==> config.mk <==
export PLATFORM = sky130hd
export DESIGN_NAME = periodic_and_oneshot_timer_bank_core
export DESIGN_NICKNAME = d
export VERILOG_FILES = /design/src/tbk_pkg.sv /design/src/tbk_cell.sv /design/src/periodic_and_oneshot_timer_bank_core.sv
export SDC_FILE = /design/constraint.sdc
export NUM_CORES = 1
export LEC_CHECK = 0
export ABC_AREA = 1
export BUFFER_PORTS_ARGS = -buffer_cell sky130_fd_sc_hd__clkbuf_2
export CAP_MARGIN = 30
export CORE_ASPECT_RATIO = 1.75
export CORE_MARGIN = 2
export CORE_UTILIZATION = 25
export CTS_BUF_LIST = sky130_fd_sc_hd__clkbuf_4 sky130_fd_sc_hd__clkbuf_8
export CTS_CLUSTER_SIZE = 8
export DETAILED_ROUTE_END_ITERATION = 12
export GPL_TIMING_DRIVEN = 0
export PLACE_DENSITY = 0.42
export SYNTH_ARGS = -nofsm -noshare
export SYNTH_HDL_FRONTEND = slang
export SYNTH_SLANG_ARGS = --single-unit
==> constraint.sdc <==
create_clock -name clk -period 4.07 [get_ports clk]
set_clock_uncertainty 0.15 [all_clocks]
set_input_delay 0.407 -clock clk [delete_from_list [all_inputs] [get_ports clk]]
set_output_delay 0.407 -clock clk [all_outputs]
set_load 0.005 [all_outputs]
==> src/tbk_pkg.sv <==
// ----------------------------------------------------------------------------
// Timer bank package
// Opcodes, defaults and the word that travels down the cell chain.
// ----------------------------------------------------------------------------
package tbk_pkg;

	localparam int PERIODIC_SLOTS_DEF = 8;
	localparam int ONESHOT_SLOTS_DEF  = 8;
	localparam int MASK_W             = 8;

	localparam logic [2:0] OP_TICK        = 3'd0;
	localparam logic [2:0] OP_ADD_PER     = 3'd1;
	localparam logic [2:0] OP_ADD_ONE     = 3'd2;
	localparam logic [2:0] OP_CANCEL_PER  = 3'd3;
	localparam logic [2:0] OP_CANCEL_ONE  = 3'd4;
	localparam logic [2:0] OP_START_DELAY = 3'd5;

	typedef struct packed {
		logic              valid;
		logic [2:0]        op;
		logic [15:0]       period;
		logic [3:0]        handle;
		logic              taken;
		logic [3:0]        grant;
		logic [MASK_W-1:0] fired_per;
		logic [MASK_W-1:0] fired_one;
	} tbk_token_t;

endpackage

==> src/tbk_cell.sv <==
// ----------------------------------------------------------------------------
// Timer bank cell
// Holds periodic slot IDX and oneshot slot IDX; applies the passing word
// and registers it before handing it to the next cell.
// ----------------------------------------------------------------------------
module tbk_cell #(
	parameter int   IDX     = 0,
	parameter logic HAS_PER = 1'b1,
	parameter logic HAS_ONE = 1'b1
) (
	input  logic               clk,
	input  logic               arst_n,
	input  tbk_pkg::tbk_token_t tok_in,
	output tbk_pkg::tbk_token_t tok_out
);
	import tbk_pkg::*;

	localparam logic [3:0]        GRANT    = 4'(IDX + 1);
	localparam logic [4:0]        HANDLE   = 5'(IDX + 1);
	localparam logic [MASK_W-1:0] MASK_BIT = (IDX < MASK_W) ? MASK_W'(1 << IDX) : '0;

	logic        per_use_q, one_use_q;
	logic [15:0] per_reload_q, per_rem_q, one_rem_q;

	logic        per_use_d, one_use_d;
	logic [15:0] per_reload_d, per_rem_d, one_rem_d;
	logic [15:0] per_dec, one_dec;
	tbk_token_t  tok_d, tok_q;

	assign per_dec = per_rem_q - 16'd1;
	assign one_dec = one_rem_q - 16'd1;

	always_comb begin
		tok_d        = tok_in;
		per_use_d    = per_use_q;
		one_use_d    = one_use_q;
		per_reload_d = per_reload_q;
		per_rem_d    = per_rem_q;
		one_rem_d    = one_rem_q;
		if (tok_in.valid) begin
			case (tok_in.op)
				OP_TICK: begin
					if (per_use_q) begin
						if (per_dec == 16'd0) begin
							per_rem_d       = per_reload_q;
							tok_d.fired_per = tok_in.fired_per | MASK_BIT;
						end else begin
							per_rem_d = per_dec;
						end
					end
					if (one_use_q) begin
						one_rem_d = one_dec;
						if (one_dec == 16'd0) begin
							one_use_d       = 1'b0;
							tok_d.fired_one = tok_in.fired_one | MASK_BIT;
						end
					end
				end
				OP_ADD_PER: begin
					// first free slot down the chain claims the word
					if (HAS_PER && !tok_in.taken && !per_use_q) begin
						per_use_d    = 1'b1;
						per_reload_d = tok_in.period;
						per_rem_d    = tok_in.period;
						tok_d.taken  = 1'b1;
						tok_d.grant  = GRANT;
					end
				end
				OP_ADD_ONE: begin
					if (HAS_ONE && !tok_in.taken && !one_use_q) begin
						one_use_d   = 1'b1;
						one_rem_d   = tok_in.period;
						tok_d.taken = 1'b1;
						tok_d.grant = GRANT;
					end
				end
				OP_CANCEL_PER: begin
					if ({1'b0, tok_in.handle} == HANDLE) per_use_d = 1'b0;
				end
				OP_CANCEL_ONE: begin
					if ({1'b0, tok_in.handle} == HANDLE) one_use_d = 1'b0;
				end
				default: begin
				end
			endcase
		end
	end

	always_ff @(posedge clk or negedge arst_n) begin
		if (!arst_n) begin
			per_use_q <= 1'b0;
			one_use_q <= 1'b0;
			tok_q     <= '0;
		end else begin
			per_use_q <= per_use_d;
			one_use_q <= one_use_d;
			tok_q     <= tok_d;
		end
	end

	always_ff @(posedge clk) begin
		per_reload_q <= per_reload_d;
		per_rem_q    <= per_rem_d;
		one_rem_q    <= one_rem_d;
	end

	assign tok_out = tok_q;

endmodule

==> src/periodic_and_oneshot_timer_bank_core.sv <==
// ----------------------------------------------------------------------------
// Periodic and oneshot timer bank
// Tick counter, delay counter and a chain of timer slot cells.
// ----------------------------------------------------------------------------
// Usage:
//   Command port: a word is taken at a clock edge with start high and busy
//   low. opcode selects tick, add periodic/oneshot, cancel periodic/oneshot
//   or start delay; period_ticks, slot_handle and delay_ticks are the
//   operands.
//   The word walks the slot chain one cell per cycle; done is registered
//   from the word leaving the last cell, and busy drops while the word is
//   in the last cell, so a new command can be taken as the previous one
//   leaves the chain.
//   Result fields (fired masks, new_handle, tick_count, delay_active) are
//   registered with done, valid in the done cycle and held until the next
//   result; the receiver cannot stall and must take the word then.
//   Reset clears the tick and delay counters and frees every slot; no
//   clearing pass is needed.
// ----------------------------------------------------------------------------
module periodic_and_oneshot_timer_bank_core #(
	parameter int PERIODIC_SLOTS = tbk_pkg::PERIODIC_SLOTS_DEF,
	parameter int ONESHOT_SLOTS  = tbk_pkg::ONESHOT_SLOTS_DEF
) (
	input  logic        clk,
	input  logic        arst_n,
	input  logic        start,
	output logic        busy,
	input  logic [2:0]  opcode,
	input  logic [15:0] period_ticks,
	input  logic [3:0]  slot_handle,
	input  logic [31:0] delay_ticks,
	output logic        done,
	output logic [7:0]  fired_periodic,
	output logic [7:0]  fired_oneshot,
	output logic [3:0]  new_handle,
	output logic [31:0] tick_count,
	output logic        delay_active
);
	import tbk_pkg::*;

	localparam int N = (PERIODIC_SLOTS > ONESHOT_SLOTS) ? PERIODIC_SLOTS : ONESHOT_SLOTS;

	tbk_token_t  tok [N+1];
	logic [N-1:0] valid_vec;
	logic        accept;
	logic        busy_q, done_q, delay_act_q;
	logic [31:0] tick_q, delay_q, tick_res_q;
	logic [7:0]  fired_per_q, fired_one_q;
	logic [3:0]  grant_q;
	tbk_token_t  last;

	assign accept = start && !busy;
	assign last   = tok[N];

	always_comb begin
		tok[0]           = '0;
		tok[0].valid     = accept;
		tok[0].op        = opcode;
		tok[0].period    = period_ticks;
		tok[0].handle    = slot_handle;
	end

	for (genvar i = 0; i < N; i++) begin : g_cell
		tbk_cell #(
			.IDX     (i),
			.HAS_PER (i < PERIODIC_SLOTS),
			.HAS_ONE (i < ONESHOT_SLOTS)
		) u_cell (
			.clk     (clk),
			.arst_n  (arst_n),
			.tok_in  (tok[i]),
			.tok_out (tok[i+1])
		);
		assign valid_vec[i] = tok[i+1].valid;
	end

	// free for the next word in the cycle the current one leaves the chain
	assign busy = busy_q && !last.valid;

	always_ff @(posedge clk or negedge arst_n) begin
		if (!arst_n) begin
			busy_q  <= 1'b0;
			done_q  <= 1'b0;
			tick_q  <= '0;
			delay_q <= '0;
		end else begin
			done_q <= last.valid;
			if (accept) busy_q <= 1'b1;
			else if (last.valid) busy_q <= 1'b0;
			if (accept) begin
				case (opcode)
					OP_TICK: begin
						tick_q <= tick_q + 32'd1;
						if (delay_q != 32'd0) delay_q <= delay_q - 32'd1;
					end
					OP_START_DELAY: delay_q <= delay_ticks;
					default: begin
					end
				endcase
			end
		end
	end

	// snapshot the counters as the word leaves; the next word may start now
	always_ff @(posedge clk) begin
		if (last.valid) begin
			fired_per_q <= last.fired_per;
			fired_one_q <= last.fired_one;
			grant_q     <= last.taken ? last.grant : 4'd0;
			delay_act_q <= (delay_q != 32'd0);
			tick_res_q  <= tick_q;
		end
	end

	assign done           = done_q;
	assign fired_periodic = fired_per_q;
	assign fired_oneshot  = fired_one_q;
	assign new_handle     = grant_q;
	assign tick_count     = tick_res_q;
	assign delay_active   = delay_act_q;

`ifndef SYNTHESIS
	a_one_in_flight: assert property (@(posedge clk) disable iff (!arst_n)
		$onehot0(valid_vec)) else $error("more than one word in the chain");

	a_busy_tracks_chain: assert property (@(posedge clk) disable iff (!arst_n)
		busy_q == (valid_vec != '0)) else $error("busy out of step with chain");

	a_fired_only_on_tick: assert property (@(posedge clk) disable iff (!arst_n)
		last.valid && last.op != OP_TICK |-> last.fired_per == '0 && last.fired_one == '0)
		else $error("fired mask on a non-tick word");

	a_tick_advances: assert property (@(posedge clk) disable iff (!arst_n)
		accept && opcode == OP_TICK |=> tick_q == $past(tick_q) + 32'd1)
		else $error("tick counter did not advance");
`endif

endmodule
Word level (Yosys, flattened, before mapping)
Index checks and enable logic that the tools add are counted.

Register bits: 856. Input bits: 58. Logic and storage cells: 545.

$add $sub $neg: 18. Eq/ne operators: 90. Muxes and demuxes: 186. Bitwise gates (word level): 1. Reduce and logical (&&, ||, !) cells: 140.

Operators with widths (number): $mux W16 (42); $pmux W16 S2 (16); $logic_not A16 Y1 (16); $sub A16 B1 Y16 const B (16); $mux W21 (8); $reduce_and A4 Y1 (30); $mux W5 (20); $ne A2 B1 Y1 const B (46); $pmux W5 S2 (8); $pmux W32 S2 (1); $reduce_bool A2 Y1 (26); $eq A3 B2 Y1 const B (16); $mux W1 (43); $mux W8 (5); $reduce_and A3 Y1 (11); $add A32 B1 Y32 const B (1); $mux W32 (1); $reduce_bool A32 Y1 (1); $sub A32 B1 Y32 const B (1); $mux W7 (4); $eq A3 B3 Y1 const B (9); $eq A3 B1 Y1 const B (8); $logic_not A3 Y1 (8); $mux W6 (4); 21 further kinds (94).

Depth between registers and ports, before layout
Gate-level depths: netlist (run 1).

Depth after elaboration: 6. Gate-level depth with buffers: 16. Depth with buffers taken out: 15.

Hierarchy
From an unflattened synthesis (run 1), not the netlist that was laid out.

Cell total of the unflattened synthesis: 4772. Area total of the unflattened synthesis: 41941.5 um2.

By module, submodules not included: tbk_cell at g_cell[0].u_cell ... (times used 3, cells an instance 497, area an instance 4446.8 um2, seq. area each 2617.5 um2); tbk_cell at g_cell[4].u_cell ... (times used 2, cells an instance 503, area an instance 4435.5 um2, seq. area each 2617.5 um2); periodic_and_oneshot_timer_bank_core (times used 1, cells an instance 747, area an instance 6154.7 um2, seq. area each 3243.1 um2); tbk_cell at g_cell[6].u_cell (times used 1, cells an instance 513, area an instance 4568.1 um2, seq. area each 2617.5 um2); tbk_cell at g_cell[7].u_cell (times used 1, cells an instance 507, area an instance 4540.6 um2, seq. area each 2617.5 um2); tbk_cell at g_cell[2].u_cell (times used 1, cells an instance 508, area an instance 4466.8 um2, seq. area each 2617.5 um2).

Least setup slack after synthesis (run 1)
No wires, ideal clock.

Path type: flip-flop to flip-flop. Start: register g_cell[0].u_cell.tok_q, in the netlist g_cell[0].u_cell.tok_out[43]. End: register g_cell[1].u_cell.one_rem_q[0] (enable). Arrival time: 3.389 ns. Path slack: 0.054 ns. Stages on the path, launching flop included: 7. Buffers on the path: 0. Period minus slack after synthesis: 4.016 ns. Cell sequence: dfrtp_1 > nor2_1 > inv_1 > nor2_1 > inv_1 > a21oi_1 > a2111oi_0.

Word-level cells in the longest chain between the ends: 3. Elaborated cells on any way between the ends: 6. Those cells by class: eq/ne: 3; reduce/logical: 3.

Ends and longest elaborated chain: start, declared (RTL line tbk_cell.sv:28) `tbk_token_t tok_d, tok_q;`; start signal, assigned (RTL line tbk_cell.sv:97) `tok_q <= tok_d;`; $eq A3 B2 Y1 or $logic_not A3 Y1 (tied branches) (RTL line tbk_cell.sv:41) `case (tok_in.op)`; $ne A2 B1 Y1 (no source line) or $reduce_bool A2 Y1 (tied branches); $reduce_and A4 Y1 (no source line) (*); end signal, assigned (RTL line tbk_cell.sv:104) `one_rem_q <= one_rem_d;`; end, declared (RTL line tbk_cell.sv:23) `logic [15:0] per_reload_q, per_rem_q, one_rem_q;`.

Every way passes the cells marked *; elsewhere a longest branch is shown, timed or not. A chain may end at the register's enable or synchronous reset.

Worst setup path after layout (run 1)
Start: register g_cell[7].u_cell.tok_q, in the netlist g_cell[7].u_cell.tok_out[44]. End: register tick_q[27].

Word-level cells in the longest chain between the ends: 5.

Ends and longest elaborated chain: start, declared (RTL line tbk_cell.sv:28); start signal, assigned (RTL line tbk_cell.sv:97); $logic_not A1 Y1 (RTL line periodic_and_oneshot_timer_bank_core.sv:78) `assign busy = busy_q && !last.valid;`; $logic_and A1 B1 Y1 (RTL line periodic_and_oneshot_timer_bank_core.sv:78); $logic_not A1 Y1 (RTL line periodic_and_oneshot_timer_bank_core.sv:52) `assign accept = start && !busy;`; $logic_and A1 B1 Y1 (RTL line periodic_and_oneshot_timer_bank_core.sv:52); $reduce_and A2 Y1 (no source line); end signal, assigned (RTL line periodic_and_oneshot_timer_bank_core.sv:93) `tick_q <= tick_q + 32'd1;`; end, declared (RTL line periodic_and_oneshot_timer_bank_core.sv:47) `logic [31:0] tick_q, delay_q, tick_res_q;`.

No other way between the ends.

==> results of run 1 <==
registers in the layout (all words and copies together), names as in the netlist:
signal	flops
busy_q	1
delay_active	1
delay_q	32
done	1
fired_oneshot	8
fired_periodic	8
g_cell.u_cell.one_rem_q	128
g_cell.u_cell.one_use_q	8
g_cell.u_cell.per_reload_q	128
g_cell.u_cell.per_rem_q	128
g_cell.u_cell.per_use_q	8
g_cell.u_cell.tok_out	269
new_handle	4
tick_count	32
tick_q	32
worst max-delay path by stage:
| stage | from | endpoint | cells after the start |
|---|---|---|---|
| after detailed placement | g_cell[7].u_cell.tok_out[44]$_DFF_PN0_ | tick_q[27]$_DFFE_PN0P_ | 14 |
| after CTS | g_cell[7].u_cell.tok_out[44]$_DFF_PN0_ | tick_q[27]$_DFFE_PN0P_ | 14 |
| after global placement | arst_n | g_cell[2].u_cell.tok_out[2]$_DFF_PN0_ | 1 |
| after global routing | g_cell[7].u_cell.tok_out[44]$_DFF_PN0_ | tick_q[29]$_DFFE_PN0P_ | 14 |
| final | g_cell[7].u_cell.tok_out[44]$_DFF_PN0_ | tick_q[27]$_DFFE_PN0P_ | 14 |
| after floorplan | g_cell[0].u_cell.tok_out[43]$_DFF_PN0_ | g_cell[1].u_cell.one_rem_q[0]$_DFFE_PP_ | 6 |
logic make-up (layout without fill, tap and decap cells):
family / Yosys count / in the layout / share of synthesized area, %
AOI/OAI and AO/OA: 312 / 312 / 4.513
buffers and inverters: 651 / 1103 / 6.656
xor gates and xnor gates: 83 / 83 / 1.886
other: 0 / 1 / 0
DFF: 788 / 788 / 56.84
adders and majority gates: 34 / 34 / 1.104
and+or+nand+nor: 2579 / 2579 / 29.00
metrics by stage:
stage | power (mW) | setup slack [ps] | TNS (ps) | util, % | area [µm²]
after CTS | 17.31 | 611.7 | 0 | 29.82 | 45660
after global placement | 9.207 | -6030 | -2295300 | 27.19 | 41620
final | 16.98 | 642.6 | 0 | 29.83 | 45680
after detailed placement | 9.221 | 653.3 | 0 | 27.48 | 42070
after global routing | 17.67 | 416.3 | 0 | 29.83 | 45680
after floorplan | 8.871 | 53.97 | 0 | - | 38540
layout make-up:
class | instances | area share, %
Buffer | 80 | 0.9232
Timing Repair Buffer | 197 | 3.334
Sequential cell | 788 | 47.97
Antenna cell | 1 | 0.005479
Multi-Input combinational cell | 3008 | 31.04
Inverter | 571 | 4.693
Clock inverter | 34 | 0.7040
Tap cell | 2016 | 5.523
Clock buffer | 221 | 5.810
repair_timing:
| action | CTS | global route |
|---|---|---|
| gates resized for setup | 0 | 0 |
| hold buffers | 59 | 0 |
| setup buffers | 0 | 0 |
| endpoints found under the hold margin | 313 | 0 |
power breakdown:
| group | leakage (nW) | internal [mW] | total (mW) | switching [mW] |
|---|---|---|---|---|
| clock | 1.58 | 4.42 | 7.89 | 3.47 |
| sequential | 8.30 | 8.50 | 8.67 | 0.169 |
| combinational | 9.83 | 0.133 | 0.428 | 0.294 |
| total | 19.7 | 13.0 | 17.0 | 3.93 |
placed cells by master (no fill, tap or decap), types with 12 or more instances in the layout:
| master | instances |
|---|---|
| nand2_1 | 1255 |
| nor2_1 | 630 |
| inv_1 | 555 |
| edfxtp_1 | 437 |
| nand3_1 | 406 |
| dfrtp_1 | 350 |
| clkbuf_8 | 162 |
| o21ai_0 | 157 |
| clkbuf_2 | 111 |
| nand3b_1 | 71 |
| clkbuf_4 | 62 |
| a31oi_1 | 59 |
| dlygate4sd3_1 | 58 |
| xor2_1 | 50 |
| nor3_1 | 49 |
| a21oi_1 | 48 |
| clkbuf_1 | 44 |
| nand4_1 | 34 |
| ha_1 | 34 |
| xnor2_1 | 33 |
| nor2_2 | 31 |
| nand2_2 | 26 |
| buf_2 | 25 |
| nor2_4 | 20 |
| clkinv_1 | 15 |
| buf_4 | 12 |
per-layer routing:
layer | track usage (%) | wire, µm
met5 | 0 | 0
met4 | 8.538 | 6333
met3 | 2.024 | 3355
met2 | 30.64 | 67620
met1 | 14.58 | 42290
critical path: cells and delay by family (launching register included):
family	cells	cell delay, ps
buf+inv	2	350
flops	1	590
simple gates	12	2110
==> results by group, run 1 <==
GRT
  – Initial antenna violation count: 1
  – First-pass GRT wire length: 181,600 µm
  – Total global routing overflow: 0
  – Vias in the first global route: roughly 31,000
  – GRT Overall Usage: between 15 and 20%
  – Pin count of the biggest net entering global routing: roughly 110

Cells and area
  – Final net count: 4,875
  – Ratio of cells with drive above 1 in the final layout: ~11%
  – Multi-input logic area: between 0.01 and 0.015 mm²
  – Sequential cell area: about 0.022 mm²
  – P&R area growth vs syn: 18.52%
  – Fill cell count: roughly 16,000
  – Non-filler cells in the finished layout: around 6,900

STA
  – Hold Slack: approximately 120 ps
  – Crit share post-route: 84.21%
  – Max Slew Vio Count: 0
  – Worst slew pin tran: approximately 900 ps
  – Final hold vios: 0
  – RSZ-0062 raised after global routing: false
  – Max Fclk: 291.8 MHz
  – # setup viols final: 0
  – Tmin final: approximately 3400 ps
  – Rel. slew slack: between 30 and 40%

Outcome
  – Status: finished clean

Drt
  – WL/cell: 17.29 µm
  – Vias: 29,860
  – Drt drc: 0
  – First-pass DRT Iterations: 5
  – Avg Vias per Cell: approximately 4.3
  – Final WL: around 120,000 µm
  – Initial DRC count: between 1,000 and 1,500
  – Antenna-violating nets left: 0

Floorplan
  – I/O Pins: 113
  – Die area: around 0.16 mm²
  – Initial Util: around a quarter
  – Cell Rows: 190
  – Die Span Y: 523.4 µm
  – Core area: ~0.15 mm²
  – Die X-Extent: roughly 300 µm

Critical path
  – Top cell by count, worst path: nand2_1
  – Critical Path RT: 4620 ps
  – Reg2reg end: tick_q[27]$_DFFE_PN0P_
  – Reg2Reg Launch Point: g_cell[7].u_cell.tok_out[44]$_DFF_PN0_
  – Crit path launch type: register
  – Crit-path slowest cell: dfrtp_4
  – Crit-path max FO: 42
  – FF-to-FF path depth: 14
  – Reg2reg setup slack: 640 ps
  – Critical path class: register to register
  – Slowest stage delay, CP: about 590 ps
  – Critical path cell sequence: buf_16 -> inv_1 -> nand2_1 -> nand2_1 -> nor2_8 -> nand3_1 -> nor2_1 -> nand3b_1 -> nor2_1 -> nand2_1 -> nor2_2 -> nand2_1 -> nand2_1 -> nand2_1
  – CP Data Arrival Time: 3980 ps
  – CP endpoint kind: register

Placement
  – Post-detail-place hpwl: around 92,000 µm
  – Placed cell count: approximately 6,600
  – Input/output buffers: roughly 110
  – GP Congestion: about 0.87

Synth
  – Area contributors post-synth: edfxtp_1 34%, dfrtp_1 23%, nand2_1 12%, nor2_1 6.1%, inv_1 5.4%
  – Number of flops mapped to enable cells by yosys: roughly 440
  – Primary FF master, synth: edfxtp_1
  – Syn_area_per_cell: 8.666 µm²
  – Synthesized flop and latch total: between 700 and 800
  – Async S/R FF share, synth: 44.54%
  – Yosys top cell by area: edfxtp_1
  – Post-Syn Nets: between 4,000 and 5,000
  – Ys Warns: 0
  – Post-synthesis sequential area ratio: approximately 57%
  – Most numerous cell in the Yosys netlist: nand2_1
  – Post-synth top area share: 34.05%
  – Yosys cell types: 51
  – Synthesized area: approximately 0.039 mm²
  – Post-synthesis cell count: ~4,400
  – Synth top cells by count: 1,255 x nand2_1, 630 x nor2_1, 555 x inv_1

Pwr
  – Pwr/cell area: around 370 mW/mm²
  – Leakage: a little under 20 nW
  – Maximum vdd drop: ~0.28 mV

Worst hold path
  – Hold Path Depth: 2
  – Hold path start: slot_handle[2]
  – Hold Path End: g_cell[0].u_cell.tok_out[23]$_DFF_PN0_
  – Worst hold path type: primary input to register

Clock tree
  – Clock Latency Late Sink: about 830 ps
  – CTS H-tree lvls: 4
  – Clock Pin Slew Worst Setup and Hold Paths: 60 ps
  – CTS tree: done
  – Clock tree buffer depth: 3
  – Root buf cell: clkbuf_8
  – Number of CTS-inserted buffers: 137
  – Clock sink total: slightly below 800

Flow run
  – MaxCap Viol Count: 0
Note: power is estimated with default switching activity, not from simulation.
==> run 2, diff against run 1 <==
--- a/config.mk
+++ b/config.mk
@@ -15,7 +15,7 @@
 export CTS_CLUSTER_SIZE = 8
 export DETAILED_ROUTE_END_ITERATION = 12
 export GPL_TIMING_DRIVEN = 0
-export PLACE_DENSITY = 0.42
+export PLACE_DENSITY = 0.41
 export SYNTH_ARGS = -nofsm -noshare
 export SYNTH_HDL_FRONTEND = slang
 export SYNTH_SLANG_ARGS = --single-unit
==> constraint.sdc (replaced) <==
create_clock -name clk -period 3.35 [get_ports clk]
set_clock_uncertainty 0.15 [all_clocks]
set_input_delay 0.335 -clock clk [delete_from_list [all_inputs] [get_ports clk]]
set_output_delay 0.335 -clock clk [all_outputs]
set_load 0.005 [all_outputs]
==> results by group, run 2 (synthesis gave the netlist of run 1 again) <==
GRT
  – Vias in the first global route: 31,280 (+1.1%)
  – Pin count of the biggest net entering global routing: 102 (-2.9%)
  – First-pass GRT wire length: 183,700 µm (+1.2%)
  – Initial antenna violation count: 1 (unchanged)
  – Total global routing overflow: 0 (unchanged)
  – GRT Overall Usage: 15.44% (+0.17 points)

Placement
  – GP Congestion: 0.8584 (-1.6%)
  – Cell area after placement: 0.04211 mm² (about the same)
  – Input/output buffers: 112 (unchanged)
  – Post-detail-place hpwl: 93,360 µm (+1.2%)
  – Pre-CTS setup slack: -265.0 ps (-918.3 ps)

Floorplan
  – Die area: 0.1574 mm² (unchanged)
  – Die X-Extent: 300.8 µm (unchanged)
  – Die Span Y: 523.4 µm (unchanged)
  – Initial Util: 25.17% (unchanged)
  – Cell Rows: 190 (unchanged)
  – Core area: 0.1531 mm² (unchanged)
  – I/O Pins: 113 (unchanged)

Cells and area
  – Fill cell count: 16,350 (+0.44%)
  – Final Util: 29.93% (+0.10 points)
  – Final net count: 4,883 (+0.16%)
  – Sequential cell area: 0.02191 mm² (unchanged)
  – Ratio of cells with drive above 1 in the final layout: 11.40% (+0.052 points)
  – Commonest cells after routing, fill and taps aside: 1,255 x nand2_1, 630 x nor2_1, 555 x inv_1
  – Final Cell Area: 0.04583 mm² (+0.34%)
  – Max reg flops: 269 (unchanged)
  – Multi-input logic area: 0.01418 mm² (unchanged)
  – P&R area growth vs syn: 18.92%
  – Most frequent standard cell in the layout excluding fill and tap cells: nand2_1

STA
  – Final hold vios: 0 (unchanged)
  – Worst slew pin tran: 972.8 ps (+52.50 ps)
  – Max Fclk: 318.6 MHz (+9.2%)
  – Tmin final: 3139 ps (-288.9 ps)
  – Rel. slew slack: 34.94% (-3.5 points)
  – Fin worst setup slack: 211.4 ps (-431.1 ps)
  – # setup viols final: 0 (unchanged)
  – RSZ-0062 raised after global routing: false
  – Max Slew Vio Count: 0 (unchanged)
  – Crit share post-route: 93.69% (+9.5 points)

Pwr
  – Pwr/cell area: 456.4 mW/mm² (+23%)
  – Maximum vdd drop: 0.3977 mV (+43%)
  – Leakage: 19.78 nW (+0.38%)
  – Pwr Total: 20.92 mW (+23%)

Critical path
  – Worst Setup EP: tick_q[29]$_DFFE_PN0P_
  – Reg2reg end: tick_q[29]$_DFFE_PN0P_
  – FF-to-FF path depth: 13 (-1)
  – CP Launch Point: g_cell[7].u_cell.tok_out[44]$_DFF_PN0_
  – Crit-path max FO: 16 (-62%)
  – CP endpoint kind: register
  – Reg2Reg Launch Point: g_cell[7].u_cell.tok_out[44]$_DFF_PN0_
  – Critical path class: register to register
  – Reg2reg setup slack: 210 ps (-430 ps)
  – CP Data Arrival Time: 3720 ps (-260 ps)
  – Critical Path RT: 3930 ps (-690 ps)
  – Crit path launch type: register

Drt
  – Antenna-violating nets left: 0 (unchanged)
  – First-pass DRT Iterations: 5 (unchanged)
  – WL/cell: 17.52 µm (+1.3%)
  – Met3 WL: 3355 µm (unchanged)
  – Avg Vias per Cell: 4.338 (+0.48%)
  – Initial DRC count: 1,398 (-5.5%)
  – Final WL: 121,300 µm (+1.4%)
  – Top sig layer: met4
  – Drt drc: 0 (unchanged)
  – Vias: 30,020 (+0.55%)
  – Met2 WL post-DR: 69,170 µm (+2.3%)
  – Metal-1 WL: 42,590 µm (+0.70%)

Worst hold path
  – Worst hold path type: primary input to register
  – Hold Path Depth: 2 (unchanged)

Outcome
  – Status: finished clean

Clock tree
  – Root buf cell: clkbuf_8
  – Number of CTS-inserted buffers: 136 (-0.73%)
  – Clock Pin Slew Worst Setup and Hold Paths: 60 ps (about the same)
  – CTS H-tree lvls: 4 (unchanged)
  – Clock Latency Late Sink: 850 ps (+20 ps)
  – CTS tree: done
  – Clock tree buffer depth: 3 (unchanged)
  – Clock sink total: 788 (unchanged)

Flow run
  – MaxCap Viol Count: 0 (unchanged)
## run 2: layer usage
metal | up-vias | track usage [%]
met2 | 563 | 31.25
met3 | 245 | 1.983
met5 | - | 0
met4 | 0 | 8.303
li1 | 15090 | -
met1 | 14120 | 14.70
## run 2: critical path, cell delays in order (launching register included)
cell,delay [ps]
dfrtp_4,650
inv_1,70
nand2_1,110
nand2_1,220
nor2_8,270
nand3_1,100
nor2_1,150
nand3b_1,150
nor2_1,330
nand2_1,210
nor2_2,360
nand2_1,90
nand2_1,70
nand2_1,50
## run 2: layout make-up
cell class	count	area share, %
Sequential cell	788	47.81
Multi-Input combinational cell	3008	30.94
Clock buffer	219	5.853
Tap cell	2016	5.504
Inverter	571	4.677
Timing Repair Buffer	206	3.495
Buffer	80	0.9201
Clock inverter	31	0.7972
Antenna cell	2	0.01092
## run 2: worst min-delay path by stage
stage	endpoint	slack [ps]	startpoint
3_5_place_dp	g_cell[6].u_cell.tok_out[30]$_DFF_PN0_	60	arst_n
4_1_cts	g_cell[0].u_cell.tok_out[27]$_DFF_PN0_	10	period_ticks[2]
2_1_floorplan	busy_q$_DFFE_PN0P_	-110	arst_n
5_1_grt	g_cell[0].u_cell.tok_out[27]$_DFF_PN0_	70	period_ticks[2]
3_3_place_gp	g_cell[5].u_cell.tok_out[3]$_DFF_PN0_	180	g_cell[4].u_cell.tok_out[3]$_DFF_PN0_
6_report	g_cell[0].u_cell.tok_out[27]$_DFF_PN0_	100	period_ticks[2]
## run 2: through the flow
step	hold slack [ps]	TNS, ps	cells
5_1_grt	66.97	0	6920
6_report	96.61	0	6921
3_5_place_dp	61.25	-789.9	6604
3_3_place_gp	182.1	-2516900	6575
2_1_floorplan	-110.6	0	4447
4_1_cts	12.16	0	6918
## run 2: repair_timing
action,4_1_cts,5_1_grt
buffers inserted,1,1
setup endpoints to repair,7,14
hold buffers,63,0
gates resized for setup,0,1
pin swaps,0,0
endpoints found under the hold margin,226,0
## run 2: power breakdown
group	switching (mW)	leakage (nW)	total (mW)	internal, mW
Combinational	0.361	9.87	0.527	0.166
Clock	4.28	1.61	9.86	5.58
Sequential	0.210	8.30	10.5	10.3
==> run 3, diff against run 2 <==
--- a/config.mk
+++ b/config.mk
@@ -10,12 +10,12 @@
 export CAP_MARGIN = 30
 export CORE_ASPECT_RATIO = 1.75
 export CORE_MARGIN = 2
-export CORE_UTILIZATION = 25
+export CORE_UTILIZATION = 47
 export CTS_BUF_LIST = sky130_fd_sc_hd__clkbuf_4 sky130_fd_sc_hd__clkbuf_8
 export CTS_CLUSTER_SIZE = 8
 export DETAILED_ROUTE_END_ITERATION = 12
 export GPL_TIMING_DRIVEN = 0
-export PLACE_DENSITY = 0.41
+export PLACE_DENSITY = 0.65
 export SYNTH_ARGS = -nofsm -noshare
 export SYNTH_HDL_FRONTEND = slang
 export SYNTH_SLANG_ARGS = --single-unit
==> constraint.sdc (replaced) <==
create_clock -name clk -period 3 [get_ports clk]
set_clock_uncertainty 0.15 [all_clocks]
set_input_delay 0.3 -clock clk [delete_from_list [all_inputs] [get_ports clk]]
set_output_delay 0.3 -clock clk [all_outputs]
set_load 0.005 [all_outputs]
==> results by group, run 3 (synthesis gave the netlist of run 1 again) <==
Outcome
  – Status: finished clean

Critical path
  – Crit path launch type: primary input
  – Critical Path RT: 3260 ps (-670 ps)
  – CP endpoint kind: register
  – CP Data Arrival Time: 3100 ps (-620 ps)
  – Crit-path max FO: 16 (unchanged)
  – Critical path class: primary input to register

STA
  – Crit share post-route: between 90 and 100%
  – # setup viols final: 0 (unchanged)
  – Max Slew Vio Count: 0 (unchanged)
  – Final hold vios: 0 (unchanged)
  – Max Fclk: about 350 MHz
  – Worst slew pin tran: 984.1 ps (+11.32 ps)
  – Rel. slew slack: 34.18% (-0.76 points)
  – Tmin final: 2840 ps

Clock tree
  – Clock sink total: 788 (unchanged)
  – CTS tree: done
  – Root buf cell: clkbuf_8
  – CTS H-tree lvls: 3 (-1)
  – Clock Latency Late Sink: 810 ps (-40 ps)
  – Clock Pin Slew Worst Setup and Hold Paths: 60 ps (about the same)
  – Number of CTS-inserted buffers: 116 (-15%)
  – Clock tree buffer depth: 3 (unchanged)

Worst hold path
  – Worst hold path type: primary input to register

Cells and area
  – Sequential cell area: 0.02191 mm² (unchanged)
  – Final net count: 4,853 (-0.61%)
  – Final Util: 53.88% (+24 points)
  – Ratio of cells with drive above 1 in the final layout: 10.72% (-0.68 points)
  – Final Cell Area: 0.04395 mm² (-4.1%)
  – P&R area growth vs syn: 14.04%
  – Multi-input logic area: 0.01423 mm² (+0.40%)
  – Max reg flops: 269 (unchanged)
  – Most frequent standard cell in the layout excluding fill and tap cells: nand2_1
  – Commonest cells after routing, fill and taps aside: 1,253 x nand2_1, 630 x nor2_1, 554 x inv_1
  – Fill cell count: 7,389 (-55%)

Drt
  – WL/cell: 16.85 µm (-3.9%)
  – Avg Vias per Cell: 5.056 (+17%)
  – Final WL: 99,660 µm (-18%)
  – Drt drc: 0 (unchanged)
  – Initial DRC count: 1,600 (+14%)
  – Vias: 29,910 (-0.37%)
  – Antenna-violating nets left: 0 (unchanged)
  – First-pass DRT Iterations: 6 (+1)

Floorplan
  – I/O Pins: 113 (unchanged)
  – Die Span Y: 382.8 µm (-27%)
  – Cell Rows: 139 (-27%)
  – Die area: 0.08439 mm² (-46%)
  – Initial Util: 47.25% (+22 points)
  – Core area: 0.08157 mm² (-47%)
  – Die X-Extent: 220.5 µm (-27%)

Placement
  – Post-detail-place hpwl: 76,110 µm (-18%)
  – Input/output buffers: 112 (unchanged)
  – GP Congestion: 0.9333 (+8.7%)
  – Cell area after placement: 0.04082 mm² (-3.1%)

Pwr
  – Leakage: 19.41 nW (-1.9%)
  – Pwr/cell area: 484.2 mW/mm² (+6.1%)
  – Maximum vdd drop: 0.5147 mV (+29%)

GRT
  – GRT Overall Usage: 24.15% (+8.7 points)
  – Vias in the first global route: 29,990 (-4.1%)
  – First-pass GRT wire length: 156,900 µm (-15%)
  – Initial antenna violation count: 1 (unchanged)
  – Pin count of the biggest net entering global routing: 114 (+12%)
  – Total global routing overflow: 0 (unchanged)

Flow run
  – MaxCap Viol Count: 0 (unchanged)
[run 3: cell count changes in the layout (fill, tap and decap cells not counted), sizes merged, moves of 2 or more]
| cell | before | now |
|---|---|---|
| clkinvlp | 4 | 2 |
| clkbuf | 377 | 362 |
| bufinv | 6 | 0 |
| inv | 570 | 565 |
| clkinv | 22 | 16 |
| buf | 65 | 55 |
[run 3: routing by layer]
layer / routed length, µm / track usage (%) / up-vias
met5: 0 / 0 / -
met4: 6626 / 15.30 / 0
met3: 3377 / 3.385 / 292
met2: 55270 / 46.58 / 711
met1: 34380 / 23.48 / 13860
li1: - / - / 15050
[run 3: repair_timing]
item / CTS / global route
resized for setup: 1 / 8
buffers inserted: 1 / 2
hold buffers: 63 / 0
pin swaps: 0 / 0
hold endpoints to repair: 376 / 0
setup endpoints to repair: 64 / 89
[run 3: cell type report]
| cell class | instances | share of cell area, % |
|---|---|---|
| inverters | 571 | 4.885 |
| flip-flops and latches | 788 | 49.85 |
| well taps | 1057 | 3.009 |
| multi-input cells | 3008 | 32.39 |
| plain buffers | 80 | 0.9651 |
| repair buffers | 196 | 3.396 |
| diodes | 1 | 0.005694 |
| clock inverters | 12 | 0.2135 |
| clock buffers | 203 | 5.289 |
[run 3: per-stage QoR]
step | cells | hold WS, ps | power (mW) | TNS, ps | setup WS, ps
2_1_floorplan | 4447 | -145.6 | 12.04 | 0 | 100.0
3_3_place_gp | 5616 | 181.1 | 12.42 | -2284730 | -6923
3_5_place_dp | 5634 | 133.9 | 12.44 | -11090 | -277.8
4_1_cts | 5913 | 27.18 | 21.48 | 0 | 15.58
5_1_grt | 5916 | 71.61 | 21.97 | -4.361 | -4.361
6_report | 5916 | 111.9 | 21.28 | 0 | 160.3
[run 3: where the power goes]
part           leakage (nW)  switching, mW  internal [mW]
Combinational          9.80          0.378          0.185
Clock                  1.32           4.14           4.84
Sequential             8.30          0.209           11.5
[run 3: worst max-delay path, cell delays in order]
cell	delay, ps
dlygate4sd3_1	540
clkbuf_2	210
nor3_2	680
clkinv_1	510
nor2_1	260
nand2_1	130
inv_1	450
[run 3: path summary, 6_finish.rpt]
| path | endpoint | slack, ps | depth (start not counted) | from |
|---|---|---|---|---|
| max | g_cell[0].u_cell.per_reload_q[10]$_DFFE_PP_ | 160 | 7 | opcode[1] |
| min | g_cell[0].u_cell.tok_out[39]$_DFF_PN0_ | 110 | 2 | period_ticks[14] |
| max reg2reg | g_cell[0].u_cell.per_rem_q[6]$_DFFE_PP_ | 230 | 14 | g_cell[0].u_cell.per_rem_q[0]$_DFFE_PP_ |
| min reg2reg | g_cell[6].u_cell.tok_out[12]$_DFF_PN0_ | 190 | 0 | g_cell[5].u_cell.tok_out[12]$_DFF_PN0_ |
| max in group asynchronous | g_cell[1].u_cell.tok_out[38]$_DFF_PN0_ | 1180 | 5 | arst_n |
| min in group asynchronous | delay_q[27]$_DFFE_PN0P_ | 540 | 4 | arst_n |
